File: src/rtl/rpf_pkg.sv
`timescale 1ns / 1ps
// ----------------------------------------------------------------------------
// rpf_pkg
// Shared types and constants of the raster pit finder.
// ----------------------------------------------------------------------------
package rpf_pkg;

    // configuration port
    localparam int CFG_ADDR_W = 3;
    localparam int CFG_DATA_W = 32;

    // register index, taken from address bit 2
    localparam logic REG_FRAME_COLS = 1'b0;
    localparam logic REG_FRAME_ROWS = 1'b1;

    localparam logic [12:0] FRAME_COLS_RESET = 13'd4096;
    localparam logic [14:0] FRAME_ROWS_RESET = 15'd16384;
    localparam logic [14:0] ROWS_MAX         = 15'd16384;
    localparam int          DIM_MIN          = 3;

    // stream widths
    localparam int IN_DATA_W  = 32;
    localparam int OUT_DATA_W = 88;
    localparam int RES_W      = 84;

    localparam int OUT_FIFO_DEPTH = 4;

    // one pit report, row in the lowest bits
    typedef struct packed {
        logic [25:0]        pit_number;
        logic signed [31:0] pit_elev;
        logic [11:0]        pit_col;
        logic [13:0]        pit_row;
    } pit_result_t;

endpackage

File: src/rtl/rpf_cfg.sv
`timescale 1ns / 1ps
// ----------------------------------------------------------------------------
// rpf_cfg
// APB register file for the frame size, with clamped working values.
// ----------------------------------------------------------------------------
module rpf_cfg
    import rpf_pkg::*;
#(
    parameter int MAX_COLS = 4096,
    parameter int COLS_W   = 13
)
(
    input  logic                  clk,
    input  logic                  rst_n,
    input  logic                  psel,
    input  logic                  penable,
    input  logic                  pwrite,
    input  logic [CFG_ADDR_W-1:0] paddr,
    input  logic [CFG_DATA_W-1:0] pwdata,
    output logic [CFG_DATA_W-1:0] prdata,
    output logic                  pready,
    output logic [COLS_W-1:0]     cols_eff,
    output logic [14:0]           rows_eff
);

    localparam int CMP_W = (COLS_W > 13) ? COLS_W : 13;

    logic [12:0]      frame_cols_reg;
    logic [14:0]      frame_rows_reg;
    logic             wr_en;
    logic [CMP_W-1:0] cols_raw;

    assign pready = 1'b1;
    assign wr_en  = psel && penable && pwrite && pready;

    // register writes
    always_ff @(posedge clk or negedge rst_n)
    begin
        if (!rst_n)
        begin
            frame_cols_reg <= FRAME_COLS_RESET;
            frame_rows_reg <= FRAME_ROWS_RESET;
        end
        else if (wr_en)
        begin
            unique case (paddr[2])
                REG_FRAME_COLS: frame_cols_reg <= pwdata[12:0];
                REG_FRAME_ROWS: frame_rows_reg <= pwdata[14:0];
                default:        ;
            endcase
        end
    end

    // read back
    always_comb
    begin
        unique case (paddr[2])
            REG_FRAME_COLS: prdata = CFG_DATA_W'(frame_cols_reg);
            REG_FRAME_ROWS: prdata = CFG_DATA_W'(frame_rows_reg);
            default:        prdata = '0;
        endcase
    end

    // clamp columns into 3..MAX_COLS
    assign cols_raw = CMP_W'(frame_cols_reg);
    always_comb
    begin
        if (cols_raw < CMP_W'(DIM_MIN))
            cols_eff = COLS_W'(DIM_MIN);
        else if (cols_raw > CMP_W'(MAX_COLS))
            cols_eff = COLS_W'(MAX_COLS);
        else
            cols_eff = COLS_W'(cols_raw);
    end

    // clamp rows into 3..16384
    always_comb
    begin
        if (frame_rows_reg < 15'(DIM_MIN))
            rows_eff = 15'(DIM_MIN);
        else if (frame_rows_reg > ROWS_MAX)
            rows_eff = ROWS_MAX;
        else
            rows_eff = frame_rows_reg;
    end

endmodule

File: config.mk
export PLATFORM = sky130hd
export DESIGN_NAME = rpf_cfg
export DESIGN_NICKNAME = d
export VERILOG_FILES = /design/src/rtl/rpf_pkg.sv /design/src/rtl/rpf_cfg.sv
export SDC_FILE = /design/constraint.sdc
export NUM_CORES = 1
export LEC_CHECK = 0
export BUFFER_PORTS_ARGS = -buffer_cell sky130_fd_sc_hd__buf_2
export CORE_MARGIN = 8
export CORE_UTILIZATION = 40
export DETAILED_ROUTE_END_ITERATION = 16
export MAX_ROUTING_LAYER = met4
export PLACE_DENSITY = 0.75
export SLEW_MARGIN = 20
export SYNTH_ARGS = -nofsm -noshare
export SYNTH_HDL_FRONTEND = slang
export SYNTH_SLANG_ARGS = --single-unit
export TNS_END_PERCENT = 100
File: constraint.sdc
create_clock -name clk -period 1.5 [get_ports clk]
set_clock_uncertainty 0.05 [all_clocks]
set_input_delay 0.3 -clock clk [delete_from_list [all_inputs] [get_ports clk]]
set_output_delay 0.3 -clock clk [all_outputs]
set_load 0.05 [all_outputs]
== After elaboration in Yosys (flattened, before gate mapping) ==
Index checks and enable logic that the tools add are counted.

* Input port bits: 40
* Flip-flop bits (word level): 28
* Output and inout bits: 61

* Bitwise gates (word level): 1
* Reduce and logical (&&, ||, !) cells: 4
* Multiplexer cells: 5
* $lt $le $gt $ge: 4

{| class="wikitable"
|+ Operator list
! operator !! count
|-
| 32-bit case mux with 2 select lines || 1
|-
| 15-bit two-way mux || 2
|-
| 13-bit two-way mux || 2
|-
| 15-bit greater-than comparator, second input constant || 1
|-
| 15-bit by 2-bit less-than comparator with 1-bit output, second input constant || 1
|-
| 13-bit greater-than comparator, second input constant || 1
|-
| 13-bit by 2-bit less-than comparator with 1-bit output, second input constant || 1
|-
| 2-bit AND reduction || 2
|-
| 1-bit logical AND || 2
|-
| 1-bit NOT || 1
|}

== Depth between registers and ports, before layout ==
* Word-level depth: 3
* Gate-level depth with buffers: 4
* Gate-level depth less buffers: 3

== Least setup slack after synthesis ==
OpenSTA, ideal clock, no wires.

* Kind: input-to-output
* Start point: input paddr[2]
* End point: output prdata[0]
* Slack: -551 ps
* Buffers on the path: 2
* Data arrival time: 1701 ps
* Stages: 3
* Path through: buf_6 buf_2 o21ai_0

* Cells in the longest elaborated chain, start to end: 2

{| class="wikitable"
|+ RTL lines
! element !! RTL line !! source
|-
| start, declared || rpf_cfg.sv:18 || <nowiki>input logic [CFG_ADDR_W-1:0] paddr,</nowiki>
|-
| 1-bit NOT || -- ||
|-
| 32-bit case mux with 2 select lines (*) || rpf_cfg.sv:57 || <nowiki>unique case (paddr[2])</nowiki>
|-
| end, declared || rpf_cfg.sv:20 || <nowiki>output logic [CFG_DATA_W-1:0] prdata,</nowiki>
|}

Every way passes the cells marked *; elsewhere a longest branch is shown, timed or not. The select of a mux whose other input is x is not followed.

== Worst setup path after layout ==
* Start point: register frame_rows_reg[2]
* End point: output rows_eff[1]

* Cells in the longest elaborated chain, start to end: 3
* Elaborated cells between the ends (all ways): 4
* Those cells by class: 2 x order compare; 2 x mux

{| class="wikitable"
|+ RTL lines
! element !! RTL line !! source
|-
| start, declared || rpf_cfg.sv:29 || <nowiki>logic [14:0] frame_rows_reg;</nowiki>
|-
| start signal, assigned || rpf_cfg.sv:48 || <nowiki>REG_FRAME_ROWS: frame_rows_reg <= pwdata[14:0];</nowiki>
|-
| 15-bit greater-than comparator || rpf_cfg.sv:81 || <nowiki>else if (frame_rows_reg > ROWS_MAX)</nowiki>
|-
| 15-bit two-way mux || rpf_cfg.sv:81 ||
|-
| 15-bit two-way mux (*) || rpf_cfg.sv:79 || <nowiki>if (frame_rows_reg < 15'(DIM_MIN))</nowiki>
|-
| end, declared || rpf_cfg.sv:23 || <nowiki>output logic [14:0] rows_eff</nowiki>
|}

Every way passes the cells marked *; elsewhere a longest branch is shown, timed or not.

==> summary.log <==
[sta] Min Clock Period, post-route 2.12 ns
[route] post-route DRC violation count 0
[yosys] complex-gate fraction of the synthesized area 2.28%
[yosys] number of synthesis warnings 0
[route] antenna-violating nets left 0
[clocking] clock tree from TritonCTS built
[sta] setup repair after global routing missed its margin yes
[die] # IOs 101
[grt] pin count of the biggest net entering global routing 29
[clocking] Clock Tree Root sky130_fd_sc_hd__clkbuf_8
[final_layout] Layout Area Growth over Synthesis 86.8%
[clocking] clock transition at the registers of the reported paths 0.11 ns
[yosys] post-synthesis simple-gate area fraction 15.8%
[critical_path] Startpoint Class flop
[placement] global placement routability congestion 0.791
[critical_path] Crit path largest cell delay 0.44 ns
[yosys] combinational family with the most area after synthesis multiplexers
[clocking] number of buffers created by CTS 3
[power_and_ir_drop] power density over the cells 1600 mW/mm²
[route] routed length per placed instance 22.2 µm
[critical_path] data arrival at the endpoint of the critical path 1.77 ns
[grt] met1 track utilization from global routing 21.3%
[yosys] summed instance area of the synthesized netlist 0.00170 mm²
[placement] dpl cells 281
[yosys] Unique masters post-synth 23
[route] TritonRoute pass-1 iters 4
[die] Die X-Extent 81.2 µm
[yosys] cell count after synthesis 145
[sta] fin crit share 141%
[sta] Relative slew margins 58.3%
[placement] Setup WS pre-CTS -0.323 ns
[route] number of DRC markers in iteration 0 58
[final_layout] post-route insts no fill 297
[yosys] Post-Syn Area per Cell 11.7 µm²
[power_and_ir_drop] LEAKAGE 1.56 nW
[grt] met3 Track Usage GR 3.09%
[power_and_ir_drop] VDD IR max 1.09 mV
[yosys] mux cell area share after synthesis 28.0%
[clocking] count of hold buffers inserted by post-cts repair 0
[grt] wire length of the first global-routing pass 8980 µm
[job] number of maximum-capacitance constraint violations 0
[placement] DP Wirelength 3760 µm
[sta] min setup slack post-route -0.620 ns
[clocking] level count of the clock H-tree 1
[sta] Final setup violation count 43
[yosys] Seq/Total Area, Yosys 41.3%
[final_layout] Net count, final 288
[sta] final count of hold timing violations 26
[clocking] maximum root-to-sink buffer count 2
[grt] total global-route track usage 18.4%
[clocking] Clock Sink Count 28
[die] core region area 0.00406 mm²
[die] Vert. Die Dim 81.2 µm
[yosys] post-synthesis sequential element count 28
[sta] Final Hold Slack -0.0389 ns
[grt] overall overflow remaining after global route 0
[final_layout] antenna diode count 0
[grt] gr busiest metal met2
[grt] met2 layer usage reported by global route 30.5%
[grt] number of antenna violations at the first check in global routing 0
[route] average via count per standard cell 5.13
[yosys] fraction of synthesized cell area in xor and xnor cells 0%
[die] Initial Util 42.0%
[critical_path] master of the slowest instance on the critical path sky130_fd_sc_hd__dfrtp_1
[grt] number of global-route vias before repair 1,652
[sta] Max Clock Freq 0.472 GHz
[critical_path] Worst Path Class, Setup flop to output port
[critical_path] type of destination of the critical path output port
[final_layout] Filler Cells Inserted 211
[route] total wire length 6590 µm
[critical_path] series of cell instances along the critical path nor4_4 -> nand4_1 -> buf_4 -> a21oi_4 -> buf_8
[min_path] worst min path class input pin to asynchronous set/reset pin
[sta] Tightest Pin Transition 0.625 ns
[critical_path] largest driver fanout on the critical path 2
[route] number of vias after detailed routing 1,523
[sta] number of slew-limit violations in the final report 0
[yosys] area share of fa/ha/maj cells after synthesis 0%
[die] Cell Rows 23
[final_layout] proportion of layout cells with a drive suffix above 1 78.5%
[run_status] outcome complete, but fails checks
[critical_path] endpoint required time on the critical path 1.15 ns
[clocking] insertion delay to the later sink of the worst-skew pair 0.29 ns
[die] total die area 0.00660 mm²
[run_status] violations in the final reports negative hold slack, negative setup slack
[final_layout] number of flip-flops in the largest register 15
[placement] IO Port Bufs 63
[power breakdown]
part | total, W | internal (W) | switching, W
Sequential | 0.00113 | 0.000930 | 0.000203
Combinational | 0.00348 | 0.00161 | 0.00187
Clock | 0.000493 | 0.000236 | 0.000257
Total | 0.00510 | 0.00277 | 0.00233
[kinds of logic after synthesis]
kind of cell / count (synthesis)
AND/OR/NAND/NOR: 38
buffers and inverters: 31
multiplexers: 39
other: 2
flip-flops: 28
AO/OA/AOI/OAI: 7
[timing repair]
action                                  in CTS  in global routing
setup buffers                                7                 12
cloned                                       1                  0
endpoints found under the setup margin      43                 43
pin swaps                                    5                  2
gates resized for setup                    163                 24
[final timing paths]
path | startpoint | endpoint | slack, ns | depth (start not counted)
max | frame_rows_reg[2]$_DFFE_PN0P_ | rows_eff[1] | -0.62 | 5
min | rst_n | cols_raw[1]$_DFFE_PN0P_ | -0.04 | 1
max reg2reg | frame_rows_reg[9]$_DFFE_PN0P_ | frame_rows_reg[9]$_DFFE_PN0P_ | 0.27 | 4
min reg2reg | cols_raw[1]$_DFFE_PN0P_ | cols_raw[1]$_DFFE_PN0P_ | 0.51 | 1
max in group asynchronous | rst_n | frame_rows_reg[7]$_DFFE_PN0P_ | 1.02 | 1
min in group clk | pwdata[13] | frame_rows_reg[13]$_DFFE_PN0P_ | 0.21 | 2
[routing by layer]
metal,wire [µm],up-vias,part of all wire (%)
met5,0,-,0
met4,180,0,2.7
met3,423,15,6.4
met2,3310,82,50
met1,2680,767,41
li1,-,659,-
[layout by cell type, fill, tap and decap left out, drive strengths merged]
master / n
o21ai: 2
conb: 18
inv: 5
nor2b: 22
nand4b: 1
buf: 108
mux2: 39
nand4: 2
dfrtp: 26
a21oi: 4
dfstp: 2
and2: 2
nor2: 3
clkbuf: 4
a41oi: 1
nor4: 5
nand3: 1
nand2: 2
[layout make-up]
type | count | area, µm² | area share, %
repair buffers | 108 | 1150 | 36.0
well taps | 50 | 62.6 | 1.97
multi-input cells | 102 | 1190 | 37.6
inverters | 5 | 18.8 | 0.590
clock buffers | 4 | 55.1 | 1.73
flip-flops and latches | 28 | 703 | 22.1
[stage by stage]
stage,total power (W),cell area [µm²],util [%],TNS (ns)
2_1_floorplan,0.00284,1930,-,-2.80
3_3_place_gp,0.00346,2380,58.6,-6.10
3_5_place_dp,0.00350,2380,58.6,-5.99
4_1_cts,0.00485,3070,75.7,-8.57
5_1_grt,0.00525,3180,78.4,-11.19
6_report,0.00510,3180,78.4,-10.05
[Yosys cell counts]
master                     count  area share (%)
sky130_fd_sc_hd__mux2_2       29              19
sky130_fd_sc_hd__dfrtp_1      26              38
sky130_fd_sc_hd__nor2b_1      22             8.1
sky130_fd_sc_hd__buf_4        18             7.9
sky130_fd_sc_hd__mux2_4       10             8.8
sky130_fd_sc_hd__inv_1         5             1.1
sky130_fd_sc_hd__a21oi_1       4             1.2
sky130_fd_sc_hd__clkbuf_1      4            0.88
sky130_fd_sc_hd__buf_6         3             2.0
sky130_fd_sc_hd__nor2_1        3            0.66
sky130_fd_sc_hd__nor4_1        3             1.1
sky130_fd_sc_hd__and2_1        2            0.73
sky130_fd_sc_hd__conb_1        2            0.44
sky130_fd_sc_hd__dfstp_2       2             3.1
sky130_fd_sc_hd__nand2_1       2            0.44
sky130_fd_sc_hd__nor4_2        2             1.5
sky130_fd_sc_hd__o21ai_0       2            0.59
sky130_fd_sc_hd__a41oi_1       1            0.51
sky130_fd_sc_hd__buf_2         1            0.29
sky130_fd_sc_hd__nand3_1       1            0.29
sky130_fd_sc_hd__nand4_1       1            0.37
sky130_fd_sc_hd__nand4_4       1             1.2
sky130_fd_sc_hd__nand4b_4      1             1.4
[critical path, delay by kind of cell, from the launching register on]
| kind | cells | cell delay [ns] |
|---|---|---|
| AOI/OAI and AO/OA | 1 | 0.15 |
| buffers and inverters | 2 | 0.36 |
| DFF | 1 | 0.44 |
| and+or+nand+nor | 2 | 0.54 |
Power figures use the tool's default switching activity.
