--- src/rtl/rpf_pkg.sv ---
`timescale 1ns / 1ps
// ----------------------------------------------------------------------------
// rpf_pkg
// Shared types and constants of the raster pit finder.
// ----------------------------------------------------------------------------
package rpf_pkg;

    // configuration port
    localparam int CFG_ADDR_W = 3;
    localparam int CFG_DATA_W = 32;

    // register index, taken from address bit 2
    localparam logic REG_FRAME_COLS = 1'b0;
    localparam logic REG_FRAME_ROWS = 1'b1;

    localparam logic [12:0] FRAME_COLS_RESET = 13'd4096;
    localparam logic [14:0] FRAME_ROWS_RESET = 15'd16384;
    localparam logic [14:0] ROWS_MAX         = 15'd16384;
    localparam int          DIM_MIN          = 3;

    // stream widths
    localparam int IN_DATA_W  = 32;
    localparam int OUT_DATA_W = 88;
    localparam int RES_W      = 84;

    localparam int OUT_FIFO_DEPTH = 4;

    // one pit report, row in the lowest bits
    typedef struct packed {
        logic [25:0]        pit_number;
        logic signed [31:0] pit_elev;
        logic [11:0]        pit_col;
        logic [13:0]        pit_row;
    } pit_result_t;

endpackage

--- src/rtl/rpf_out_fifo.sv ---
`timescale 1ns / 1ps
// ----------------------------------------------------------------------------
// rpf_out_fifo
// Result queue in front of the output stream; reserves room for the
// request still in the pipeline.
// ----------------------------------------------------------------------------
module rpf_out_fifo
    import rpf_pkg::*;
(
    input  logic        clk,
    input  logic        rst_n,
    input  logic        push,
    input  pit_result_t push_data,
    input  logic        pending,
    output logic        room,
    output logic        out_valid,
    input  logic        out_ready,
    output pit_result_t out_data
);

    localparam int PTR_W = $clog2(OUT_FIFO_DEPTH);
    localparam int CNT_W = PTR_W + 1;

    pit_result_t      entry_reg [OUT_FIFO_DEPTH];
    logic [PTR_W-1:0] wr_ptr_reg;
    logic [PTR_W-1:0] rd_ptr_reg;
    logic [CNT_W-1:0] count_reg;
    logic             pop;

    assign out_valid = count_reg != '0;
    assign out_data  = entry_reg[rd_ptr_reg];
    assign pop       = out_valid && out_ready;

    // a request accepted now pushes in the cycle after the one in flight
    assign room = (CNT_W'(count_reg + CNT_W'(pending))) < CNT_W'(OUT_FIFO_DEPTH);

    // storage
    always_ff @(posedge clk)
    begin
        if (push)
            entry_reg[wr_ptr_reg] <= push_data;
    end

    // pointers and fill level
    always_ff @(posedge clk or negedge rst_n)
    begin
        if (!rst_n)
        begin
            wr_ptr_reg <= '0;
            rd_ptr_reg <= '0;
            count_reg  <= '0;
        end
        else
        begin
            if (push)
                wr_ptr_reg <= wr_ptr_reg + 1'b1;
            if (pop)
                rd_ptr_reg <= rd_ptr_reg + 1'b1;
            count_reg <= count_reg + CNT_W'(push) - CNT_W'(pop);
        end
    end

endmodule

--- config.mk ---
export PLATFORM = sky130hd
export DESIGN_NAME = rpf_out_fifo
export DESIGN_NICKNAME = d
export VERILOG_FILES = /design/src/rtl/rpf_pkg.sv /design/src/rtl/rpf_out_fifo.sv
export SDC_FILE = /design/constraint.sdc
export NUM_CORES = 1
export LEC_CHECK = 0
export ABC_AREA = 1
export ABC_CLOCK_PERIOD_IN_PS = 3400
export BUFFER_PORTS_ARGS = -buffer_cell sky130_fd_sc_hd__buf_2
export CORE_MARGIN = 3
export CORE_UTILIZATION = 35
export CTS_BUF_LIST = sky130_fd_sc_hd__clkbuf_8
export CTS_CLUSTER_SIZE = 28
export DETAILED_ROUTE_END_ITERATION = 8
export GPL_TIMING_DRIVEN = 1
export PLACE_DENSITY = 0.63
export RECOVER_POWER = 25
export SYNTH_ARGS = -nofsm -noshare
export SYNTH_HDL_FRONTEND = slang
export SYNTH_SLANG_ARGS = --single-unit
--- constraint.sdc ---
create_clock -name clk -period 3.4 [get_ports clk]
set_input_delay 0.17 -clock clk [delete_from_list [all_inputs] [get_ports clk]]
set_output_delay 0.17 -clock clk [all_outputs]
set_load 0.1 [all_outputs]
== After elaboration in Yosys (flattened, before gate mapping) ==
Memory sizes are Yosys's and may differ from the RTL's.
Index checks and enable logic that the tools add are counted.
Widths: inputs -> output; s select.

* Bits in registers: 7
* Memory bits (writable): 336
* Bits of input ports: 89
* Output and inout port bits: 86
* Word-level logic and storage cells: 14
* Memories kept: 1

* Add/sub/neg operators: 5
* $lt $le $gt $ge: 1
* Mux-type cells: 2
* Reductions and logical operators: 2

{| class="wikitable"
|+ Memory list
! name !! depth !! bits a word !! rd ports !! clocked after Yosys merged registers in !! write ports !! line !! RTL
|-
| entry_reg || 4 || 84 || 1 || 0 || 1 || rpf_out_fifo.sv:24 || <nowiki>pit_result_t entry_reg [OUT_FIFO_DEPTH];</nowiki>
|}

{| class="wikitable"
|+ Operators with widths
! operator !! number
|-
| $add 3x1->3 || 2
|-
| $add 2x1->2 const B || 2
|-
| $lt 3x3->1 const B || 1
|-
| $reduce_bool 3->1 || 1
|-
| $sub 3x1->3 || 1
|-
| $mux 1 || 2
|-
| $logic_and 1x1->1 || 1
|}

== Longest topological paths before layout ==
Gate-level depths: netlist (run 1).

* Depth in word-level cells: 3
* Gate-level depth with buffers: 11
* Gate-level depth less buffers: 11

== Worst setup path after synthesis (run 1) ==
No wires, ideal clock.

* Path kind: register -> register
* From: reg wr_ptr_reg[0]
* To: mem entry_reg[0][0] (netlist name), enable pin
* Setup time: 0.438 ns
* Data arrival time: 2.308 ns
* Data required time: 2.962 ns
* Setup slack: 0.654 ns
* Cell stages (with the launch flop): 5
* Buffers on the path: 0
* Clock period less this slack: 2.746 ns
* Cells stage by stage: dfrtp_1 inv_1 ha_1 nand2_1 inv_1

{| class="wikitable"
|+ RTL lines
! what !! line !! RTL
|-
| from (decl) || rpf_out_fifo.sv:25 || <nowiki>logic [PTR_W-1:0] wr_ptr_reg;</nowiki>
|-
| from (signal assigned) || rpf_out_fifo.sv:56 || <nowiki>wr_ptr_reg <= wr_ptr_reg + 1'b1;</nowiki>
|-
| to (decl) || rpf_out_fifo.sv:24 ||
|}

No word-level cell before the write port.

==> out/qor.yml, run 1 <==
clock_network:
  path_clk_slew_ns: 0.06
  cts_buffers: 59
  cts.root.buffer_cell: "clkbuf_8"
  clk_path_buf_depth: 3
  cts_sinks: 343
  cts_tree: "built"
  htreeDepth: 2
  clkLatencyLatePin_ns: 0.62
floorplan:
  die_w_um: 203.3
  io-pin-count: 175
  die-area_um2: 41350
  initial_core_util_pct: 35.85
  core_area_um2: 38020
  rows: 71
  dieHeight_um: 203.3
yosys:
  synth_most_common_cell: "edfxtp_1"
  avgSynthCellArea_um2: 12.19
  yosys_register_bits: 343
  synth_largest_area_cell: "edfxtp_1"
  ys_types: 19
  synth_edf_count: 336
  netlist_top_cells_count: "edfxtp_1 (336), nand2_1 (268), nor2_1 (169)"
  yosysWarnings: 0
  synth_ff_type: "edfxtp_1"
  synthCells: 1118
  syn_nets: 1214
  synth_top_area_share_pct: 74.02
  seq_area_frac_synth_pct: 75.31
  ys_top_cells_by_area: "edfxtp_1 (74%), nand2_1 (7.4%), o21ai_0 (5.3%)"
  syn_area_um2: 13630
  ys_async_sr_fraction_pct: 2.041
finish:
  fillCellCount: 3512
  fin_util_pct: 44.16
  layout.area.seq_um2: 10270
  largest_register_ffs: 336
  area_growth_pct: 23.19
  multiInputGateArea_um2: 2631
  nets: 1496
  drive_gt1_share_pct: 14.80
placement:
  gp_congestion: 0.7083
  numPortBuffers: 174
  dp.final_hpwl_mm: 15.94
route:
  dr.first_iter.drc_count: 512
  wl_mm: 29.37
  via_per_inst: 4.477
  drtAntennaViolNets: 0
  routedWlPerCell_um: 15.11
  dr_total_vias: 8703
  drc: 0
  firstDrtPassIters: 5
sta:
  finalSetupTns_ns: 0
  setup-violations-final: 0
  final_max_slew_viol_count: 0
  hold_viol: 0
  min_period_ns: 2.872
  worst_pin_slew_ns: 0.7590
  grt_setup_unrepaired: "false"
  finalCritPeriodShare_pct: 84.46
  slew-limit-headroom_pct: 49.40
  clock.fmax_mhz: 348.2
  fin_skew_ns: 0.02381
worst_setup_path:
  worstPathArrival_ns: 2.70
  required_ns: 3.23
  end_kind: "primary output"
  critPathLaunchType: "flip-flop"
  path_max_fanout: 108
  crit_type: "flip-flop to primary output"
global_route:
  grtUsageMet2_pct: 24.41
  antenna_found_initial: 2
  grt_overflow: 0
  grtUsageMet3_pct: 3.607
  grt_max_degree: 109
  grt_pass1_wl_mm: 46.23
  met1_usage_pct: 17.39
  grt.total_usage_pct: 14.20
  busiest_layer: "met2"
  grt_pass1_vias: 8670
min_path:
  min_path_type: "input port to flip-flop"
run_status:
  status: "finished clean"
flow_run:
  maxCapViolCount: 0
## worst max-delay path, stage by stage (launching register included)
cell and delay, ns:
dfrtp_4 0.56, buf_6 0.59, nor2_1 0.11, nor2_1 0.11, o21ai_0 0.09, nand2_1 0.11, buf_2 0.44
## placed cells by master, fill, tap and decap left out
| cell | n |
|---|---|
| xnor2_1 | 1 |
| buf_4 | 9 |
| clkbuf_1 | 53 |
| bufinv_16 | 1 |
| o21ai_1 | 25 |
| o21ai_0 | 144 |
| buf_2 | 121 |
| dfrtp_4 | 1 |
| inv_1 | 106 |
| edfxtp_1 | 336 |
| ha_1 | 6 |
| dlygate4sd3_1 | 88 |
| nor2_1 | 169 |
| fa_1 | 1 |
| nand2_1 | 268 |
| clkinv_2 | 7 |
| dfrtp_1 | 6 |
| clkinvlp_4 | 1 |
| buf_12 | 5 |
| diode_2 | 1 |
| inv_6 | 1 |
| buf_6 | 1 |
| xor2_1 | 3 |
| nand3_1 | 3 |
| clkinv_1 | 11 |
| inv_4 | 4 |
| clkbuf_8 | 61 |
## cell families (layout without fill, tap and decap cells)
kind of cell               count (synthesis)  after routing  share of synthesized area [%]
adders and majority gates                  7              7                         0.6976
buffers and inverters                    155            469                          5.388
and+or+nand+nor                          440            440                          12.14
xor gates and xnor gates                   4              4                         0.2571
other                                      0              1                              0
DFF                                      343            343                          75.31
AOI/OAI and AO/OA                        169            169                          6.205
## timing repair
| item | CTS | global route |
|---|---|---|
| resized for setup | 0 | 1 |
| endpoints found under the setup margin | 0 | 3 |
| buffers inserted | 0 | 0 |
| hold buffers | 88 | 0 |
| hold endpoints to repair | 348 | 0 |
## layout make-up
type | instances | share of cell area (%)
diodes | 1 | 0.01490
inverters | 99 | 2.310
well taps | 511 | 3.808
multi-input cells | 620 | 15.67
flip-flops and latches | 343 | 61.16
clock inverters | 32 | 0.9389
repair buffers | 277 | 11.10
clock buffers | 61 | 5.000
## metrics by stage
stage	std cells	hold slack, ns	worst slack (ns)	cell area, um^2
after floorplan	1118	-0.1256	0.6538	13630
after global routing	1944	0.3015	0.2541	16790
after CTS	1943	0.2194	0.2039	16850
after detailed placement	1762	0.01473	0.9225	14970
after global placement	1762	0.01401	0.9165	14970
final	1944	0.3196	0.5284	16790
## final timing paths
check	endpoint	startpoint	slack [ns]	cells past startpoint
min reg2reg	wr_ptr_reg[0]	wr_ptr_reg[0]	0.54	1
min in group asynchronous	count_reg[0]	rst_n	0.50	3
max in group asynchronous	rd_ptr_reg[0]	rst_n	2.62	3
max reg2reg	count_reg[2]	count_reg[1]	1.32	11
max	out_data[4]	rd_ptr_reg[0]	0.53	6
min	entry_reg[2][66]	push_data[66]	0.32	2
## routing by layer
| metal | up-vias | part of all wire, % |
|---|---|---|
| li1 | 4325 | - |
| met1 | 4108 | 42 |
| met2 | 219 | 49 |
| met3 | 49 | 6.6 |
| met4 | 2 | 2.2 |
| met5 | - | 0.031 |
Power of run 1 is not shown: default switching activity piles up to over one toggle a cycle in this logic, so the estimate is an artifact.
==> inputs of run 2 (changes only) <==
- ABC_CLOCK_PERIOD_IN_PS: 3400 -> 2900
- clock period: 3.4 -> 2.9 ns (I/O delays scaled with it)
==> run 2 against run 1 <==
Cell area hardly changed. Clock skew decreased by 0.011 ns. Count of clock-buffer cells in the layout down 6. Global-route usage fell by 0.51 points. Critical endpoint is now out_data[45]. Sequential share of layout area hardly changed. Worst hold slack worse by 0.0092 ns. Routed wire length shrank 3.1%. Worst setup slack got worse by 0.30 ns. Core utilization about the same. First-iteration DRC count fell by 14%. Largest cell class unchanged.
==> out/qor.yml, run 2 (synthesis gave the netlist of run 1 again) <==
run_status:
  status: "finished clean"
floorplan:
  dieHeight_um: 203.3  # unchanged
  die_w_um: 203.3  # unchanged
  core_area_um2: 38020  # unchanged
  io-pin-count: 175  # unchanged
  die-area_um2: 41350  # unchanged
  initial_core_util_pct: 35.85  # unchanged
  rows: 71  # unchanged
finish:
  fin_util_pct: 44.14  # about the same
  drive_gt1_share_pct: 14.43  # -0.38 points
  nets: 1494  # -0.13%
  mostFrequentLayoutCells: "edfxtp_1 (336), nand2_1 (268), nor2_1 (169), o21ai_0 (144), buf_2 (124)"
  final_common_cell: "edfxtp_1"
  largest_register_ffs: 336  # unchanged
  area_growth_pct: 23.12  # about the same
placement:
  numPortBuffers: 174  # unchanged
  gp_congestion: 0.7214  # +1.8%
  dp.final_hpwl_mm: 16.32  # +2.3%
min_path:
  min_to: "entry_reg[0][9]"
  min-delay-start: "push_data[9]"
  min_path_type: "input port to flip-flop"
  worstHoldPathCells: 2  # unchanged
worst_setup_path:
  path_max_fanout: 128  # +19%
  rr_worst_depth: 11  # unchanged
  crit_type: "flip-flop to primary output"
  end_kind: "primary output"
  critPathLaunchType: "flip-flop"
  r2r-end: "count_reg[2]"
  worstPathArrival_ns: 2.52  # -0.18 ns
  required_ns: 2.76  # -0.47 ns
  cp-startpoint: "rd_ptr_reg[0]"
  r2r-start: "count_reg[1]"
  rrSetupSlack_ns: 0.77  # -0.55 ns
route:
  via_per_inst: 4.407  # -1.6%
  dr.first_iter.drc_count: 439  # -14%
  wl_mm: 28.46  # -3.1%
  dr_total_vias: 8581  # -1.4%
  routedWlPerCell_um: 14.62  # -3.3%
  drc: 0  # unchanged
  drtAntennaViolNets: 0  # unchanged
  firstDrtPassIters: 4  # -1
clock_network:
  clkLatencyLatePin_ns: 0.59  # -0.03 ns
  clk_path_buf_depth: 3  # unchanged
  cts_tree: "built"
  cts.root.buffer_cell: "clkbuf_8"
  htreeDepth: 2  # unchanged
  path_clk_slew_ns: 0.06  # about the same
  postCtsSetupBuffers: 0  # unchanged
  cts_sinks: 343  # unchanged
  cts_buffers: 55  # -6.8%
sta:
  finalCritPeriodShare_pct: 92.05
  min_period_ns: 2.670
  worst_pin_slew_ns: 0.6209  # -0.1381 ns
  slew-limit-headroom_pct: 58.61  # +9.2 points
  hold_viol: 0  # unchanged
  clock.fmax_mhz: 374.6
  finalSetupTns_ns: 0  # unchanged
  grt_setup_unrepaired: "false"
  final_max_slew_viol_count: 0  # unchanged
  fin_skew_ns: 0.01256  # -0.01125 ns
  setup-violations-final: 0  # unchanged
global_route:
  antenna_found_initial: 1  # -1
  grt_pass1_wl_mm: 45.01  # -2.6%
  grt.total_usage_pct: 13.70  # -0.51 points
  grt_overflow: 0  # unchanged
  grt_pass1_vias: 8504  # -1.9%
  grt_max_degree: 129  # +18%
flow_run:
  maxCapViolCount: 0  # unchanged
## run 2: changes by cell type in the layout (fill, tap and decap cells not counted), sizes merged
| cell | delta |
|---|---|
| clkbuf | -9 |
| inv | +9 |
| buf | +5 |
| bufinv | -1 |
| clkinv | -1 |
## run 2: worst max-delay path by stage
stage	end	slack, ns	cells after the start
global placement	count_reg[2]	0.86	11
global route	out_data[46]	0.05	6
floorplan	entry_reg[0][0]	0.15	4
detailed placement	count_reg[2]	0.78	11
finish	out_data[45]	0.23	6
CTS	out_data[35]	0.18	6
## run 2: routing by layer
metal	GRT usage [%]	vias up	share of wire, %
met5	0	-	0
met4	5.113	0	2.2
met3	3.384	48	5.9
met2	23.24	219	47
met1	17.03	3993	45
li1	-	4321	-
## run 2: what timing repair did
item,CTS,global route
resized for setup,0,0
hold buffers,88,0
setup endpoints to repair,0,0
hold endpoints to repair,348,0
## run 2: metrics by stage
| step | std cells | worst slack (ns) | hold slack (ns) | cell area [um^2] |
|---|---|---|---|---|
| finish | 1947 | 0.2304 | 0.3104 | 16780 |
| global route | 1947 | 0.05324 | 0.3010 | 16780 |
| CTS | 1946 | 0.1834 | 0.2063 | 16840 |
| detailed placement | 1764 | 0.7757 | -0.01110 | 15050 |
| global placement | 1764 | 0.8583 | -0.009156 | 15050 |
| floorplan | 1118 | 0.1538 | -0.1506 | 13630 |
## run 2: cell type report
cell class | count | area (um^2)
inverters | 99 | 387.9
diodes | 1 | 2.502
clock inverters | 39 | 153.9
well taps | 511 | 639.4
fillers | 3579 | 21240
repair buffers | 279 | 1942
multi-input cells | 620 | 2631
clock buffers | 55 | 757.0
flip-flops and latches | 343 | 10270
## run 2: critical path, stage by stage (launching register included)
cell     delay, ns
dfrtp_4       0.60
buf_12        0.41
nand2_1       0.12
o21ai_0       0.11
nand2_1       0.07
nand2_1       0.08
buf_2         0.43
Power of run 2 is left out for the same reason.
