[config.mk]
export PLATFORM = sky130hd
export DESIGN_NAME = rpf_core
export DESIGN_NICKNAME = d
export VERILOG_FILES = /design/src/rtl/rpf_pkg.sv /design/src/rtl/rpf_core.sv
export SDC_FILE = /design/constraint.sdc
export NUM_CORES = 1
export LEC_CHECK = 0
export ABC_AREA = 1
export BUFFER_PORTS_ARGS = -buffer_cell sky130_fd_sc_hd__buf_2
export CORE_ASPECT_RATIO = 0.5
export CORE_MARGIN = 2
export CORE_UTILIZATION = 40
export CTS_CLUSTER_DIAMETER = 50
export CTS_CLUSTER_SIZE = 28
export DETAILED_ROUTE_END_ITERATION = 8
export HOLD_SLACK_MARGIN = 0.12
export PLACE_DENSITY = 0.64
export SKIP_CTS_REPAIR_TIMING = 1
export SKIP_LAST_GASP = 1
export SYNTH_ARGS = -nofsm -noshare
export SYNTH_HDL_FRONTEND = slang
export SYNTH_SLANG_ARGS = --single-unit
[constraint.sdc]
create_clock -name clk -period 9.4 [get_ports clk]
set_clock_uncertainty 0.05 [all_clocks]
set_input_delay 2.82 -clock clk [delete_from_list [all_inputs] [get_ports clk]]
set_output_delay 2.82 -clock clk [all_outputs]
set_load 0.05 [all_outputs]
[src/rtl/rpf_pkg.sv]
`timescale 1ns / 1ps
// ----------------------------------------------------------------------------
// rpf_pkg
// Shared types and constants of the raster pit finder.
// ----------------------------------------------------------------------------
package rpf_pkg;

    // configuration port
    localparam int CFG_ADDR_W = 3;
    localparam int CFG_DATA_W = 32;

    // register index, taken from address bit 2
    localparam logic REG_FRAME_COLS = 1'b0;
    localparam logic REG_FRAME_ROWS = 1'b1;

    localparam logic [12:0] FRAME_COLS_RESET = 13'd4096;
    localparam logic [14:0] FRAME_ROWS_RESET = 15'd16384;
    localparam logic [14:0] ROWS_MAX         = 15'd16384;
    localparam int          DIM_MIN          = 3;

    // stream widths
    localparam int IN_DATA_W  = 32;
    localparam int OUT_DATA_W = 88;
    localparam int RES_W      = 84;

    localparam int OUT_FIFO_DEPTH = 4;

    // one pit report, row in the lowest bits
    typedef struct packed {
        logic [25:0]        pit_number;
        logic signed [31:0] pit_elev;
        logic [11:0]        pit_col;
        logic [13:0]        pit_row;
    } pit_result_t;

endpackage

[src/rtl/rpf_core.sv]
`timescale 1ns / 1ps
// ----------------------------------------------------------------------------
// rpf_core
// Raster counters, line buffer read/modify/write, 3x3 window and pit test.
// ----------------------------------------------------------------------------
module rpf_core
    import rpf_pkg::*;
#(
    parameter int MAX_COLS  = 4096,
    parameter int ELEV_BITS = 32,
    parameter int COL_W     = 12,
    parameter int COLS_W    = 13
)
(
    input  logic                   clk,
    input  logic                   rst_n,
    input  logic                   accept,
    input  logic [ELEV_BITS-1:0]   elev_in,
    input  logic [COLS_W-1:0]      cols_eff,
    input  logic [14:0]            rows_eff,
    output logic                   mem_rd_en,
    output logic [COL_W-1:0]       mem_rd_addr,
    input  logic [2*ELEV_BITS-1:0] mem_rd_data,
    output logic                   mem_wr_en,
    output logic [COL_W-1:0]       mem_wr_addr,
    output logic [2*ELEV_BITS-1:0] mem_wr_data,
    output logic                   busy,
    output logic                   res_valid,
    output pit_result_t            res
);

    logic [COL_W-1:0] col_reg;
    logic [COL_W-1:0] col_next;
    logic [13:0]      row_reg;
    logic [13:0]      row_next;
    logic             row_end;
    logic             frame_end;

    logic                        s1_valid_reg;
    logic                        s1_test_reg;
    logic                        s1_frame_end_reg;
    logic signed [ELEV_BITS-1:0] s1_x_reg;
    logic [COL_W-1:0]            s1_col_reg;
    logic [13:0]                 s1_row_reg;

    logic signed [ELEV_BITS-1:0] w_reg [6];
    logic signed [ELEV_BITS-1:0] up;
    logic signed [ELEV_BITS-1:0] mid;
    logic signed [ELEV_BITS-1:0] ctr;
    logic                        pit;

    logic [25:0] pit_cnt_reg;
    logic [25:0] pit_cnt_next;

    // position of the incoming sample and its wrap points
    assign row_end   = (COLS_W'(col_reg) + 1'b1) >= cols_eff;
    assign frame_end = row_end && (({1'b0, row_reg} + 1'b1) >= rows_eff);

    always_comb
    begin
        col_next = row_end ? '0 : COL_W'(col_reg + 1'b1);
        if (!row_end)
            row_next = row_reg;
        else if (frame_end)
            row_next = '0;
        else
            row_next = row_reg + 1'b1;
    end

    always_ff @(posedge clk or negedge rst_n)
    begin
        if (!rst_n)
        begin
            col_reg <= '0;
            row_reg <= '0;
        end
        else if (accept)
        begin
            col_reg <= col_next;
            row_reg <= row_next;
        end
    end

    // fetch the two stored rows of this column
    assign mem_rd_en   = accept;
    assign mem_rd_addr = col_reg;

    // stage 1 request state
    always_ff @(posedge clk or negedge rst_n)
    begin
        if (!rst_n)
            s1_valid_reg <= 1'b0;
        else
            s1_valid_reg <= accept;
    end

    always_ff @(posedge clk)
    begin
        if (accept)
        begin
            s1_test_reg      <= (row_reg >= 14'd2) && (col_reg >= COL_W'(2));
            s1_frame_end_reg <= frame_end;
            s1_x_reg         <= $signed(elev_in);
            s1_col_reg       <= col_reg;
            s1_row_reg       <= row_reg;
        end
    end

    assign busy = s1_valid_reg;

    // neighborhood: stored rows and the incoming sample
    assign up  = $signed(mem_rd_data[2*ELEV_BITS-1:ELEV_BITS]);
    assign mid = $signed(mem_rd_data[ELEV_BITS-1:0]);
    assign ctr = w_reg[1*3+1];

    assign pit = s1_test_reg
              && (w_reg[0] >= ctr) && (w_reg[1] >= ctr) && (w_reg[2] >= ctr)
              && (w_reg[3] >= ctr) && (w_reg[5] >= ctr)
              && (up >= ctr) && (mid >= ctr) && (s1_x_reg >= ctr);

    // write back the shifted column: middle moves up, new sample goes in
    assign mem_wr_en   = s1_valid_reg;
    assign mem_wr_addr = s1_col_reg;
    assign mem_wr_data = {mid, s1_x_reg};

    // window shift, one column per request
    always_ff @(posedge clk)
    begin
        if (s1_valid_reg)
        begin
            w_reg[0] <= w_reg[3];
            w_reg[1] <= w_reg[4];
            w_reg[2] <= w_reg[5];
            w_reg[3] <= up;
            w_reg[4] <= mid;
            w_reg[5] <= s1_x_reg;
        end
    end

    // running pit number, saturating, cleared at frame end
    always_comb
    begin
        pit_cnt_next = pit_cnt_reg;
        if (pit && !(&pit_cnt_reg))
            pit_cnt_next = pit_cnt_reg + 1'b1;
        if (s1_frame_end_reg)
            pit_cnt_next = '0;
    end

    always_ff @(posedge clk or negedge rst_n)
    begin
        if (!rst_n)
            pit_cnt_reg <= '0;
        else if (s1_valid_reg)
            pit_cnt_reg <= pit_cnt_next;
    end

    // result of this request
    assign res_valid      = s1_valid_reg && pit;
    assign res.pit_row    = s1_row_reg - 1'b1;
    assign res.pit_col    = 12'(s1_col_reg - 1'b1);
    assign res.pit_elev   = 32'(ctr);
    assign res.pit_number = pit_cnt_reg;

endmodule

# Word-level counts from Yosys, hierarchy flattened
# Memories as Yosys holds them, arrays and structs flattened.
# Index checks and enable logic that the tools add are counted.
[op_classes] n_addsub=7 n_lt_le_gt_ge=12 muxes=6 n_reduce_logical=17
[ops] op="greater-or-equal comparator 32 bit" n=8
[ops] op="2-to-1 mux 26 bit" n=2
[ops] op="adder 26 x 1 -> 26 bit (second input constant)" n=1
[ops] op="AND reduction 26 bit" n=1
[ops] op="adder 14 x 1 -> 15 bit (second input constant)" n=1
[ops] op="greater-or-equal comparator 15 bit" n=1
[ops] op="adder 14 x 1 -> 14 bit (second input constant)" n=1
[ops] op="greater-or-equal comparator 14 x 2 -> 1 bit (second input constant)" n=1
[ops] op="2-to-1 mux 14 bit" n=1
[ops] op="subtractor 14 x 1 -> 14 bit (second input constant)" n=1
[ops] op="adder 12 x 1 -> 13 bit (second input constant)" n=1
[ops] op="greater-or-equal comparator 13 bit" n=1
[ops] op="adder 12 x 1 -> 12 bit (second input constant)" n=1
[ops] op="greater-or-equal comparator 12 x 2 -> 1 bit (second input constant)" n=1
[ops] op="logical AND 1 bit" n=12
[ops] op="2-to-1 mux 12 bit" n=1
[ops] op="subtractor 12 x 1 -> 12 bit (second input constant)" n=1
[ops] op="AND reduction 2 bit" n=2
[ops] op="2-to-1 mux 1 bit" n=2
[ops] op="nonzero test 2 bit" n=1
[ops] op="zero test 1 bit" n=1
[totals] regBits=113 ram_bits=192 in_bits=127 out_inout_bits=176 word_cells=52 memories=1
[memory_table] name="w_reg" depth=6 width=32 read_ports=6 rd_ports_with_merged_regs=0 write_ports=6 line_no="rpf_core.sv:46" rtl="logic signed [ELEV_BITS-1:0] w_reg [6];"

# Depth between registers and ports, before layout
# Gate-level depths: netlist of the first run.
[depth] ltp_word=12 depth_mapped=22 mapped_depth_nobuf=21

# Least setup slack after synthesis of the first run
# OpenSTA, ideal clock, no wires.
[synth_path] path_kind="flip-flop to output port" startpoint="register s1_valid_reg, in the netlist busy" endpoint="output port res_valid" arrival_ns=5.505 required_time_ns=6.530 setup_slack_ns=1.025 stages_incl_launch_ff=6 n_path_buf=0 cell_sequence="dfrtp_1 -> nand2_1 -> inv_1 -> nand3_1 -> nor2_2 -> and3_1"
[synth_via] elab_chain_cells=1
[synth_rtl] item="start: declaration" line_no="rpf_core.sv:39" rtl="logic s1_valid_reg;"
[synth_rtl] item="start signal: assignment" line_no="rpf_core.sv:94" rtl="s1_valid_reg <= accept;"
[synth_rtl] item="logical AND 1 bit" line_no="rpf_core.sv:159" rtl="assign res_valid = s1_valid_reg && pit;"
[synth_rtl] item="end: declaration" line_no="rpf_core.sv:28" rtl="output logic res_valid,"
# Every way passes these cells.

# Worst setup path after layout of the first run
[layout_path] startpoint="input port mem_rd_data[15]" endpoint="output port res_valid"
[layout_via] elab_chain_cells=4
[layout_rtl] item="start: declaration" line_no="rpf_core.sv:23" rtl="input logic [2*ELEV_BITS-1:0] mem_rd_data,"
[layout_rtl] item="greater-or-equal comparator 32 bit" line_no="rpf_core.sv:119" rtl="&& (up >= ctr) && (mid >= ctr) && (s1_x_reg >= ctr);"
[layout_rtl] item="logical AND 1 bit (2 in a row)" line_no="rpf_core.sv:119"
[layout_rtl] item="logical AND 1 bit" line_no="rpf_core.sv:159"
# Every way passes these cells.

==> results of run 1 <==
==> logic make-up after synthesis <==
family / Yosys count / synth area share (%)
and+or+nand+nor: 673 / 15.77
xor gates and xnor gates: 42 / 2.015
adders and majority gates: 291 / 19.95
DFF: 305 / 48.72
AOI/OAI and AO/OA: 245 / 7.258
buffers and inverters: 266 / 6.292
==> through the flow <==
| stage | setup WS [ps] | power [mW] | hold slack, ps |
|---|---|---|---|
| final | 1527 | 4.195 | 388.4 |
| after global routing | 1275 | 4.418 | 404.8 |
| after CTS | 1478 | 4.227 | 395.1 |
| after detailed placement | 1498 | 2.911 | 387.9 |
| after global placement | 1526 | 2.888 | 386.6 |
| after floorplan | 1025 | 2.586 | 376.4 |
==> cells in the mapped netlist (all sizes together) <==
library cell / count / share of area [%]
clkbuf: 9 / 0.19
xnor2: 7 / 0.34
nand2: 379 / 7.9
a32o: 1 / 0.055
dfrtp: 53 / 7.3
nor4: 11 / 0.41
nor3: 30 / 0.88
ha: 291 / 20
nor4b: 1 / 0.048
nor2: 127 / 2.7
and3: 2 / 0.069
o21ai: 58 / 1.6
xor2: 35 / 1.7
inv: 218 / 4.5
a21o: 4 / 0.16
buf: 39 / 1.6
nand4: 32 / 1.2
o221ai: 1 / 0.048
o211ai: 2 / 0.082
o31ai: 1 / 0.041
o21a: 15 / 0.62
o22ai: 11 / 0.38
a211oi: 3 / 0.12
a211o: 1 / 0.048
nand3: 86 / 2.4
o21bai: 4 / 0.16
edfxtp: 252 / 41
nand3b: 3 / 0.12
a21oi: 144 / 3.9
nor3b: 2 / 0.082
==> layout make-up <==
class                      count  area [um2]
antenna                        6       15.01
clock buffer                  33       793.3
clock inverter                25       291.5
fill                        4182       23810
inverter                     218       818.3
multi-input combinational   1251        8213
sequential                   305        8897
tap                          598       748.2
timing repair buffer         308        1559
==> metal layers <==
| metal | up-vias | wire length, um | global-route usage [%] |
|---|---|---|---|
| li1 | 6897 | - | - |
| met1 | 6274 | 20000 | 24.27 |
| met2 | 210 | 22110 | 32.41 |
| met3 | 69 | 1493 | 2.874 |
| met4 | 4 | 1211 | 5.462 |
| met5 | - | 26 | 0 |
==> report_power, final <==
group / switching [mW] / leakage, nW / internal (mW) / total, mW
Clock: 0.612 / 0.535 / 0.702 / 1.31
Sequential: 0.132 / 3.19 / 1.63 / 1.76
Combinational: 0.784 / 6.58 / 0.335 / 1.12
==> worst max-delay path by stage <==
stage | to | slack, ps
after floorplan | res_valid | 1030
after global placement | res_valid | 1530
after detailed placement | res_valid | 1500
after CTS | res_valid | 1480
after global routing | res_valid | 1280
final | res_valid | 1530
==> results.md, run 1 <==
- Routed length per instance: between 15 and 20 um
- Cell family with the largest share of critical-path delay: simple AND/OR/NAND/NOR gates
- Status: complete, no violations
- Drt first-iter violations: 967
- Library cells used by synthesis: 41
- Final Instance Area: 21340 um2
- Register-to-register setup slack: roughly 5400 ps
- RR Endpoint: row_reg[0]
- Worst Path Required: approximately 6500 ps
- Largest net degree at the start of global routing: 77
- Commonest non-fill, non-tap cell in the layout: nand2_1
- Levels on crit path: 16
- Clk slew on worst S/H paths: 60 ps
- Fin nets: 2533
- Critical path class: in -> out
- Placed Cells: 2680
- Placed inst area: a little over 20000 um2
- Starting Density: 40.44%
- Port Buffers: just over 300
- DR vias: roughly 13000
- DP HPWL: 34470 um
- Share of cells above drive strength 1: between 10% and 20%
- Core Region: approximately 45000 um2
- # setup viols final: 0
- Number of flip-flops under the largest register name: approximately 190
- Gr ovfl total: 0
- Total negative slack: 0 ps
- Commonest non-fill, non-tap cells in the layout: nand2_1 (376), buf_2 (301), ha_1 (291)
- RSZ-0062 raised after global routing: no
- Number of global-route vias before repair: 12970
- Global Route Usage Sum: 18.67%
- R2R cell count: 17
- R2R Path Start: mem_rd_addr[0]
- Mapped Cells: between 1500 and 2000
- DR pass1 iterations: 5
- Pwr/cell area: 196.6 nW/um2
- Antenna violations before repair: 7
- End-of-flow core utilization: between 40% and 50%
- Crit-path cells: buf_2 -> ha_1 -> nand2_1 -> nor2_1 -> nand2_1 -> nor2_1 -> nand2_1 -> nand3_1 -> nand2_1 -> nand2_1 -> nand2_1 -> nand3_1 -> nand3_1 -> nor2_2 -> and3_1 -> buf_2
- WHS Path Cells: 0
- Crit. End Element: primary output
- VDD IR max: 134.4 uV
- Buf/Inv on CP: 2
- CTS tree: yes
- First-pass GRT wire length: 69940 um
- Hold_sp: w_reg[5][30]
- Min Clock Period, post-route: 7873 ps
- Startpoint Class: primary input
- FF+latch count, synth: 305
- Remaining DRCs: 0
- Die H: 155.1 um
- Row cnt: 55
- Area growth syn-to-layout: 16.87%
- Clk_lat worst skew: ~600 ps
- Final Non-Filler Cells: about 2700
- Vias/cell: 4.903
- Static leakage: 10.30 nW
- MaxCap Viol Count: 0
- Boundary Pins: around 300
- Endpoint, Worst Hold: w_reg[2][30]
- Worst Max-Slew Pin Slew: 1022 ps
- Relative slew slack: between 30% and 40%
- Final hold vios: 0
- Syn Area/Cell: 10.02 um2
- Die footprint: between 40000 and 50000 um2
- CTS root buffer: clkbuf_16
- Tcrit/Tclk final: 83.76%
- Critical-path cell with the highest stage delay: ha_1
- Die outline width: 306.1 um
- Clk sink count: 305
- H-tree level count: 1
- Yosys Warn Count: 0
- CP max stage delay: slightly below 300 ps
- Max Fanout on Critical Path: 3
- Crit-path most repeated cell: nand2_1
- Gpl congestion: 0.8760
- Routed Antenna Nets: 0
- Fmax: approximately 130 MHz
- Max clock buf depth: 3
- Total CTS buffers: 31
- Final wirelength: 44840 um
- Crit path DAT: 5000 ps
- Hold crit path type: reg -> reg
- Synthesized cell area: 18260 um2
- Worst setup path start: mem_rd_data[15]
- Sequential area share after synthesis: between 40% and 50%
- Count of pins over their slew limit: 0
- Syn_nets: 2240
Note: power is estimated with default switching activity, not from simulation.
==> run 2: changes to the inputs <==
--- a/config.mk
+++ b/config.mk
@@ -14,7 +14,7 @@
 export CTS_CLUSTER_SIZE = 28
 export DETAILED_ROUTE_END_ITERATION = 8
 export HOLD_SLACK_MARGIN = 0.12
-export PLACE_DENSITY = 0.64
+export PLACE_DENSITY = 0.66
 export SKIP_CTS_REPAIR_TIMING = 1
 export SKIP_LAST_GASP = 1
 export SYNTH_ARGS = -nofsm -noshare
==> constraint.sdc (replaced) <==
create_clock -name clk -period 6.4 [get_ports clk]
set_clock_uncertainty 0.05 [all_clocks]
set_input_delay 1.92 -clock clk [delete_from_list [all_inputs] [get_ports clk]]
set_output_delay 1.92 -clock clk [all_outputs]
set_load 0.05 [all_outputs]
==> run 2 against run 1 <==
Net effect: flip-flop and latch count unchanged; first-iteration DRC count shrank 15%; via count grew 1.7%; wire length rose by 0.19%; critical path depth is the same; sequential share of layout area grew 0.069 points; die area stayed put; setup slack got worse by 1300 ps; clock power increased by 46%; sequential power rose by 47%; critical path type unchanged.
==> results.md, run 2 (synthesis results as in run 1) <==
- Total CTS buffers: 31 (unchanged)
- Worst setup path start: mem_rd_data[15] (unchanged)
- CTS tree: yes (unchanged)
- Routed length per instance: 16.42 um (was 16.34 um)
- Core Region: 45140 um2 (unchanged)
- Pwr/cell area: 288.6 nW/um2 (was 196.6 nW/um2)
- CP max stage delay: 310 ps (was 290 ps)
- Count of pins over their slew limit: 0 (unchanged)
- Gr ovfl total: 0 (unchanged)
- Clk sink count: 305 (unchanged)
- Critical-path cell with the highest stage delay: ha_1 (unchanged)
- Multi-input gate area: 8213 um2 (unchanged)
- R2R cell count: 16 (was 17)
- Commonest non-fill, non-tap cells in the layout: nand2_1 (376), buf_2 (301), ha_1 (291) (unchanged)
- Tcrit/Tclk final: 95.77%
- Starting Density: 40.44% (unchanged)
- Final hold vios: 0 (unchanged)
- CTS root buffer: clkbuf_16 (unchanged)
- Worst Max-Slew Pin Slew: 960.0 ps (was 1022 ps)
- Critical path class: in -> out (unchanged)
- Fmax: 163.2 MHz
- DP HPWL: 34660 um (was 34470 um)
- Boundary Pins: 303 (unchanged)
- First-pass GRT wire length: 70370 um (was 69940 um)
- Remaining DRCs: 0 (unchanged)
- Die H: 155.1 um (unchanged)
- Register-to-register setup slack: 2440 ps (was 5440 ps)
- RR Endpoint: pit_cnt_reg[20] (was row_reg[0])
- Drt first-iter violations: 824 (was 967)
- Largest net degree at the start of global routing: 148 (was 77)
- RSZ-0062 raised after global routing: no (unchanged)
- Row cnt: 55 (unchanged)
- VDD IR max: 192.0 uV (was 134.4 uV)
- # setup viols final: 0 (unchanged)
- MaxCap Viol Count: 0 (unchanged)
- Max Fanout on Critical Path: 3 (unchanged)
- Antenna violations before repair: 3 (was 7)
- Startpoint Class: primary input (unchanged)
- Crit-path most repeated cell: nand2_1 (unchanged)
- Commonest non-fill, non-tap cell in the layout: nand2_1 (unchanged)
- Post-Place Setup Slack: 276.1 ps (was 1498 ps)
- R2R Path Start: w_reg[4][31] (was mem_rd_addr[0])
- Global Route Usage Sum: 18.68% (was 18.67%)
- Setup WS post-layout: 270.8 ps (was 1527 ps)
- Fin nets: 2531 (was 2533)
- Routed Antenna Nets: 0 (unchanged)
- Worst Path Required: 4430 ps (was 6530 ps)
- H-tree level count: 1 (unchanged)
- Clk_lat worst skew: 590 ps (was 600 ps)
- Number of fill cells: 4139 (was 4182)
- Gpl congestion: 0.9026 (was 0.8760)
- Min Clock Period, post-route: around 6100 ps
- Final wirelength: 44930 um (was 44840 um)
- Clk slew on worst S/H paths: 70 ps (was 60 ps)
- Relative slew slack: 35.41% (was 31.25%)
- Number of global-route vias before repair: 13470 (was 12970)
- Hold_ws: 387.2 ps (was 388.4 ps)
- Status: complete, no violations (unchanged)
- Static leakage: 10.28 nW (was 10.30 nW)
- Crit path DAT: 4160 ps (was 5000 ps)
- Port Buffers: 302 (unchanged)
- Crit-path cells: buf_2 -> ha_1 -> nand2_1 -> nor2_1 -> nand2_1 -> nor2_1 -> nand2_1 -> nand3_1 -> nand2_1 -> nand2_1 -> nand2_1 -> nand3_1 -> nand3_1 -> nor2_2 -> and3_1 -> buf_2 (unchanged)
- Hold crit path type: reg -> reg (unchanged)
- DR pass1 iterations: 7 (was 5)
- Number of flip-flops under the largest register name: 192 (unchanged)
- Crit. End Element: primary output (unchanged)
- Die outline width: 306.1 um (unchanged)
- Register Area: 8897 um2 (unchanged)
- Share of cells above drive strength 1: 17.45% (was 17.62%)
- Worst setup endpoint: res_valid (unchanged)
- Die footprint: 47470 um2 (unchanged)
- Area growth syn-to-layout: 16.68% (was 16.87%)
- Total negative slack: 0 ps (unchanged)
- End-of-flow core utilization: 47.18% (was 47.26%)
- Vias/cell: 4.997 (was 4.903)
- DR vias: 13680 (was 13450)
- Max clock buf depth: 3 (unchanged)
## run 2: area by class of cell
| class | instances | area share [%] |
|---|---|---|
| clock inverter | 24 | 1.257 |
| antenna | 1 | 0.01175 |
| sequential | 305 | 41.77 |
| timing repair buffer | 306 | 7.307 |
| inverter | 218 | 3.842 |
| clock buffer | 34 | 3.742 |
| multi-input combinational | 1251 | 38.56 |
| tap | 598 | 3.513 |
## run 2: per-layer routing
| metal | vias up | track usage, % | wire, um |
|---|---|---|---|
| li1 | 6884 | - | - |
| met1 | 6444 | 23.66 | 19390 |
| met2 | 262 | 33.10 | 22250 |
| met3 | 87 | 2.684 | 1829 |
| met4 | 0 | 6.092 | 1457 |
| met5 | - | 0 | 0 |
## run 2: worst min-delay path by stage
stage | cells after the start | startpoint | to | slack (ps)
after floorplan | 0 | w_reg[3][0] | w_reg[0][0] | 380
after global placement | 0 | w_reg[5][0] | w_reg[2][0] | 380
after detailed placement | 0 | w_reg[5][0] | w_reg[2][0] | 390
after CTS | 0 | w_reg[5][6] | w_reg[2][6] | 390
after global routing | 0 | w_reg[5][5] | w_reg[2][5] | 400
final | 0 | w_reg[5][7] | w_reg[2][7] | 390
## run 2: critical path: cells and delay by family
family,cells,cell delay [ps]
AND/OR/NAND/NOR,13,1510
buffers and inverters,2,400
adder cells (fa/ha/maj),1,310
## run 2: report_power, final
group	switching [mW]	internal (mW)	total (mW)	leakage, nW
Sequential	0.197	2.39	2.59	3.19
Clock	0.860	1.05	1.91	0.525
Combinational	1.15	0.492	1.65	6.57
Total	2.21	3.94	6.15	10.3
## run 2: stage by stage
step,area (um2),std cells,power [mW]
after floorplan,18260,1822,3.792
after global placement,20230,2678,4.239
after detailed placement,20230,2678,4.278
after CTS,21300,2736,6.190
after global routing,21300,2737,6.468
final,21300,2737,6.148
==> run 3: changes to the inputs <==
--- a/config.mk
+++ b/config.mk
@@ -7,14 +7,16 @@
 export LEC_CHECK = 0
 export ABC_AREA = 1
 export BUFFER_PORTS_ARGS = -buffer_cell sky130_fd_sc_hd__buf_2
+export CELL_PAD_IN_SITES_DETAIL_PLACEMENT = 0
+export CELL_PAD_IN_SITES_GLOBAL_PLACEMENT = 2
 export CORE_ASPECT_RATIO = 0.5
 export CORE_MARGIN = 2
-export CORE_UTILIZATION = 40
+export CORE_UTILIZATION = 33
 export CTS_CLUSTER_DIAMETER = 50
 export CTS_CLUSTER_SIZE = 28
 export DETAILED_ROUTE_END_ITERATION = 8
 export HOLD_SLACK_MARGIN = 0.12
-export PLACE_DENSITY = 0.66
+export PLACE_DENSITY = 0.82
 export SKIP_CTS_REPAIR_TIMING = 1
 export SKIP_LAST_GASP = 1
 export SYNTH_ARGS = -nofsm -noshare
==> run 3 against run 2 <==
Net effect: via count is 2.0% lower; critical path type unchanged; combinational power about the same; hold slack gained 15 ps; non-clock buffer count grew 6; largest cell class unchanged; critical endpoint unchanged.
==> results.md, run 3 (synthesis results as in run 1) <==
- Antenna violations before repair: 0 (was 3)
- Cell family with the largest share of critical-path delay: simple AND/OR/NAND/NOR gates (unchanged)
- Gr ovfl total: 0 (unchanged)
- Startpoint Class: primary input (unchanged)
- CTS tree: yes (unchanged)
- Number of fill cells: 5475 (was 4139)
- Final Instance Area: 21510 um2 (was 21300 um2)
- Share of cells above drive strength 1: 17.59% (was 17.45%)
- CP max stage delay: 300 ps (was 310 ps)
- Clk slew on worst S/H paths: 70 ps (about the same)
- Port Buffers: 302 (unchanged)
- Die outline width: 336.6 um (was 306.1 um)
- Crit. End Element: primary output (unchanged)
- Status: complete, no violations (unchanged)
- Placed Cells: 2830 (was 2678)
- CTS root buffer: clkbuf_16 (unchanged)
- Antenna Cells: 0 (was 1)
- Crit-path most repeated cell: nand2_1 (unchanged)
- Critical-path cell with the highest stage delay: buf_2 (was ha_1)
- Register-to-register setup slack: 2320 ps (was 2440 ps)
- Number of flip-flops under the largest register name: 192 (unchanged)
- Gpl congestion: 0.8135 (was 0.9026)
- Clk_lat worst skew: 590 ps (about the same)
- Count of pins over their slew limit: 0 (unchanged)
- Max clock buf depth: 3 (unchanged)
- First-pass GRT wire length: 74320 um (was 70370 um)
- Crit path DAT: 4150 ps (was 4160 ps)
- Hold crit path type: reg -> reg (unchanged)
- H-tree level count: 1 (unchanged)
- Pwr/cell area: 287.1 nW/um2 (was 288.6 nW/um2)
- Number of global-route vias before repair: 13000 (was 13470)
- DR vias: 13410 (was 13680)
- Fmax: 163.3 MHz (was 163.2 MHz)
- Final Non-Filler Cells: 2887 (was 2737)
- Area growth syn-to-layout: 17.85% (was 16.68%)
- Remaining DRCs: 0 (unchanged)
- Drt first-iter violations: 724 (was 824)
- Core Region: 54200 um2 (was 45140 um2)
- RSZ-0062 raised after global routing: no (unchanged)
- Starting Density: 33.68% (was 40.44%)
- Min Clock Period, post-route: 6125 ps (was 6129 ps)
- Boundary Pins: 303 (unchanged)
- Relative slew slack: 35.23% (was 35.41%)
- Commonest non-fill, non-tap cells in the layout: nand2_1 (376), buf_2 (301), ha_1 (291) (unchanged)
- Die H: 170.3 um (was 155.1 um)
- Final hold vios: 0 (unchanged)
- Global Route Usage Sum: 16.76% (was 18.68%)
- End-of-flow core utilization: 39.69% (was 47.18%)
- Placed inst area: 20450 um2 (was 20230 um2)
- Crit-path cells: buf_2 -> ha_1 -> nand2_1 -> nor2_1 -> nand4_1 -> nor2_1 -> nand2_1 -> nand2_1 -> nand2_1 -> nand3_1 -> nand3_1 -> nor2_2 -> and3_1 -> buf_2 (was buf_2 -> ha_1 -> nand2_1 -> nor2_1 -> nand2_1 -> nor2_1 -> nand2_1 -> nand3_1 -> nand2_1 -> nand2_1 -> nand2_1 -> nand3_1 -> nand3_1 -> nor2_2 -> and3_1 -> buf_2)
- Max Fanout on Critical Path: 3 (unchanged)
- Total CTS buffers: 31 (unchanged)
- Routed Antenna Nets: 0 (unchanged)
- Largest net degree at the start of global routing: 72 (was 148)
- VDD IR max: 209.9 uV (was 192.0 uV)
- Total negative slack: 0 ps (unchanged)
- Commonest non-fill, non-tap cell in the layout: nand2_1 (unchanged)
- Routed length per instance: 16.84 um (was 16.42 um)
- # setup viols final: 0 (unchanged)
- Static leakage: 10.30 nW (was 10.28 nW)
- MaxCap Viol Count: 0 (unchanged)
- DP HPWL: 37950 um (was 34660 um)
- Clk sink count: 305 (unchanged)
- Final wirelength: 48600 um (was 44930 um)
- DR pass1 iterations: 7 (unchanged)
- Die footprint: 57330 um2 (was 47470 um2)
- Critical path class: in -> out (unchanged)
- Buf/Inv on CP: 2 (unchanged)
- Tcrit/Tclk final: 95.70% (was 95.77%)
- Row cnt: 60 (was 55)
- Worst Path Required: 4430 ps (about the same)
- Worst Max-Slew Pin Slew: 971.6 ps (was 960.0 ps)
- Fin nets: 2537 (was 2531)
- Vias/cell: 4.645 (was 4.997)
## run 3: changes by cell type in the layout (fill, tap and decap cells not counted), sizes merged
cell and delta:
inv -2, buf +6, diode -1, clkinv -3, clkbuf +2, clkinvlp +2
## run 3: final cells by class
cell class | instances | area, um2 | share of cell area, %
Timing Repair Buffer | 312 | 1589 | 7.386
Sequential cell | 305 | 8897 | 41.36
Multi-Input combinational cell | 1251 | 8213 | 38.18
Inverter | 218 | 818.3 | 3.804
Tap cell | 744 | 930.9 | 4.327
Clock inverter | 21 | 260.3 | 1.210
Clock buffer | 36 | 804.5 | 3.740
## run 3: power by group
| group | internal [mW] | total, mW | leakage (nW) | switching [mW] |
|---|---|---|---|---|
| Clock | 1.05 | 1.93 | 0.511 | 0.871 |
| Combinational | 0.491 | 1.65 | 6.60 | 1.16 |
| Sequential | 2.39 | 2.60 | 3.19 | 0.206 |
## run 3: per-layer routing
layer	track usage (%)	wire length, um	vias to the layer above
met2	28.93	23810	165
met5	0	0	-
met4	3.921	1180	0
met1	22.48	22230	6267
met3	1.994	1386	67
li1	-	-	6910
## run 3: per-stage QoR
stage / setup slack [ps] / hold slack [ps] / total power, mW
finish: 275.1 / 401.7 / 6.176
global route: 142.8 / 417.5 / 6.540
CTS: 247.4 / 398.3 / 6.258
detailed placement: 263.7 / 387.4 / 4.315
global placement: 340.5 / 380.7 / 4.295
floorplan: 856.2 / 376.4 / 3.792
## run 3: worst reg2reg max path: cells and delay by family (launching register included)
| kind | cells | cell delay [ps] |
|---|---|---|
| AOI/OAI and AO/OA | 1 | 260 |
| xor gates and xnor gates | 1 | 180 |
| adders and majority gates | 2 | 570 |
| buffers and inverters | 2 | 460 |
| DFF | 1 | 530 |
| and+or+nand+nor | 12 | 1940 |
## run 3: path summary, 6_finish.rpt
check | to | startpoint | cells past startpoint
max | res_valid | mem_rd_data[23] | 14
min in group asynchronous | row_reg[13] | rst_n | 2
max reg2reg | row_reg[0] | mem_rd_addr[1] | 18
max in group asynchronous | busy | rst_n | 2
min | w_reg[0][0] | w_reg[3][0] | 0
min reg2reg | w_reg[0][0] | w_reg[3][0] | 0
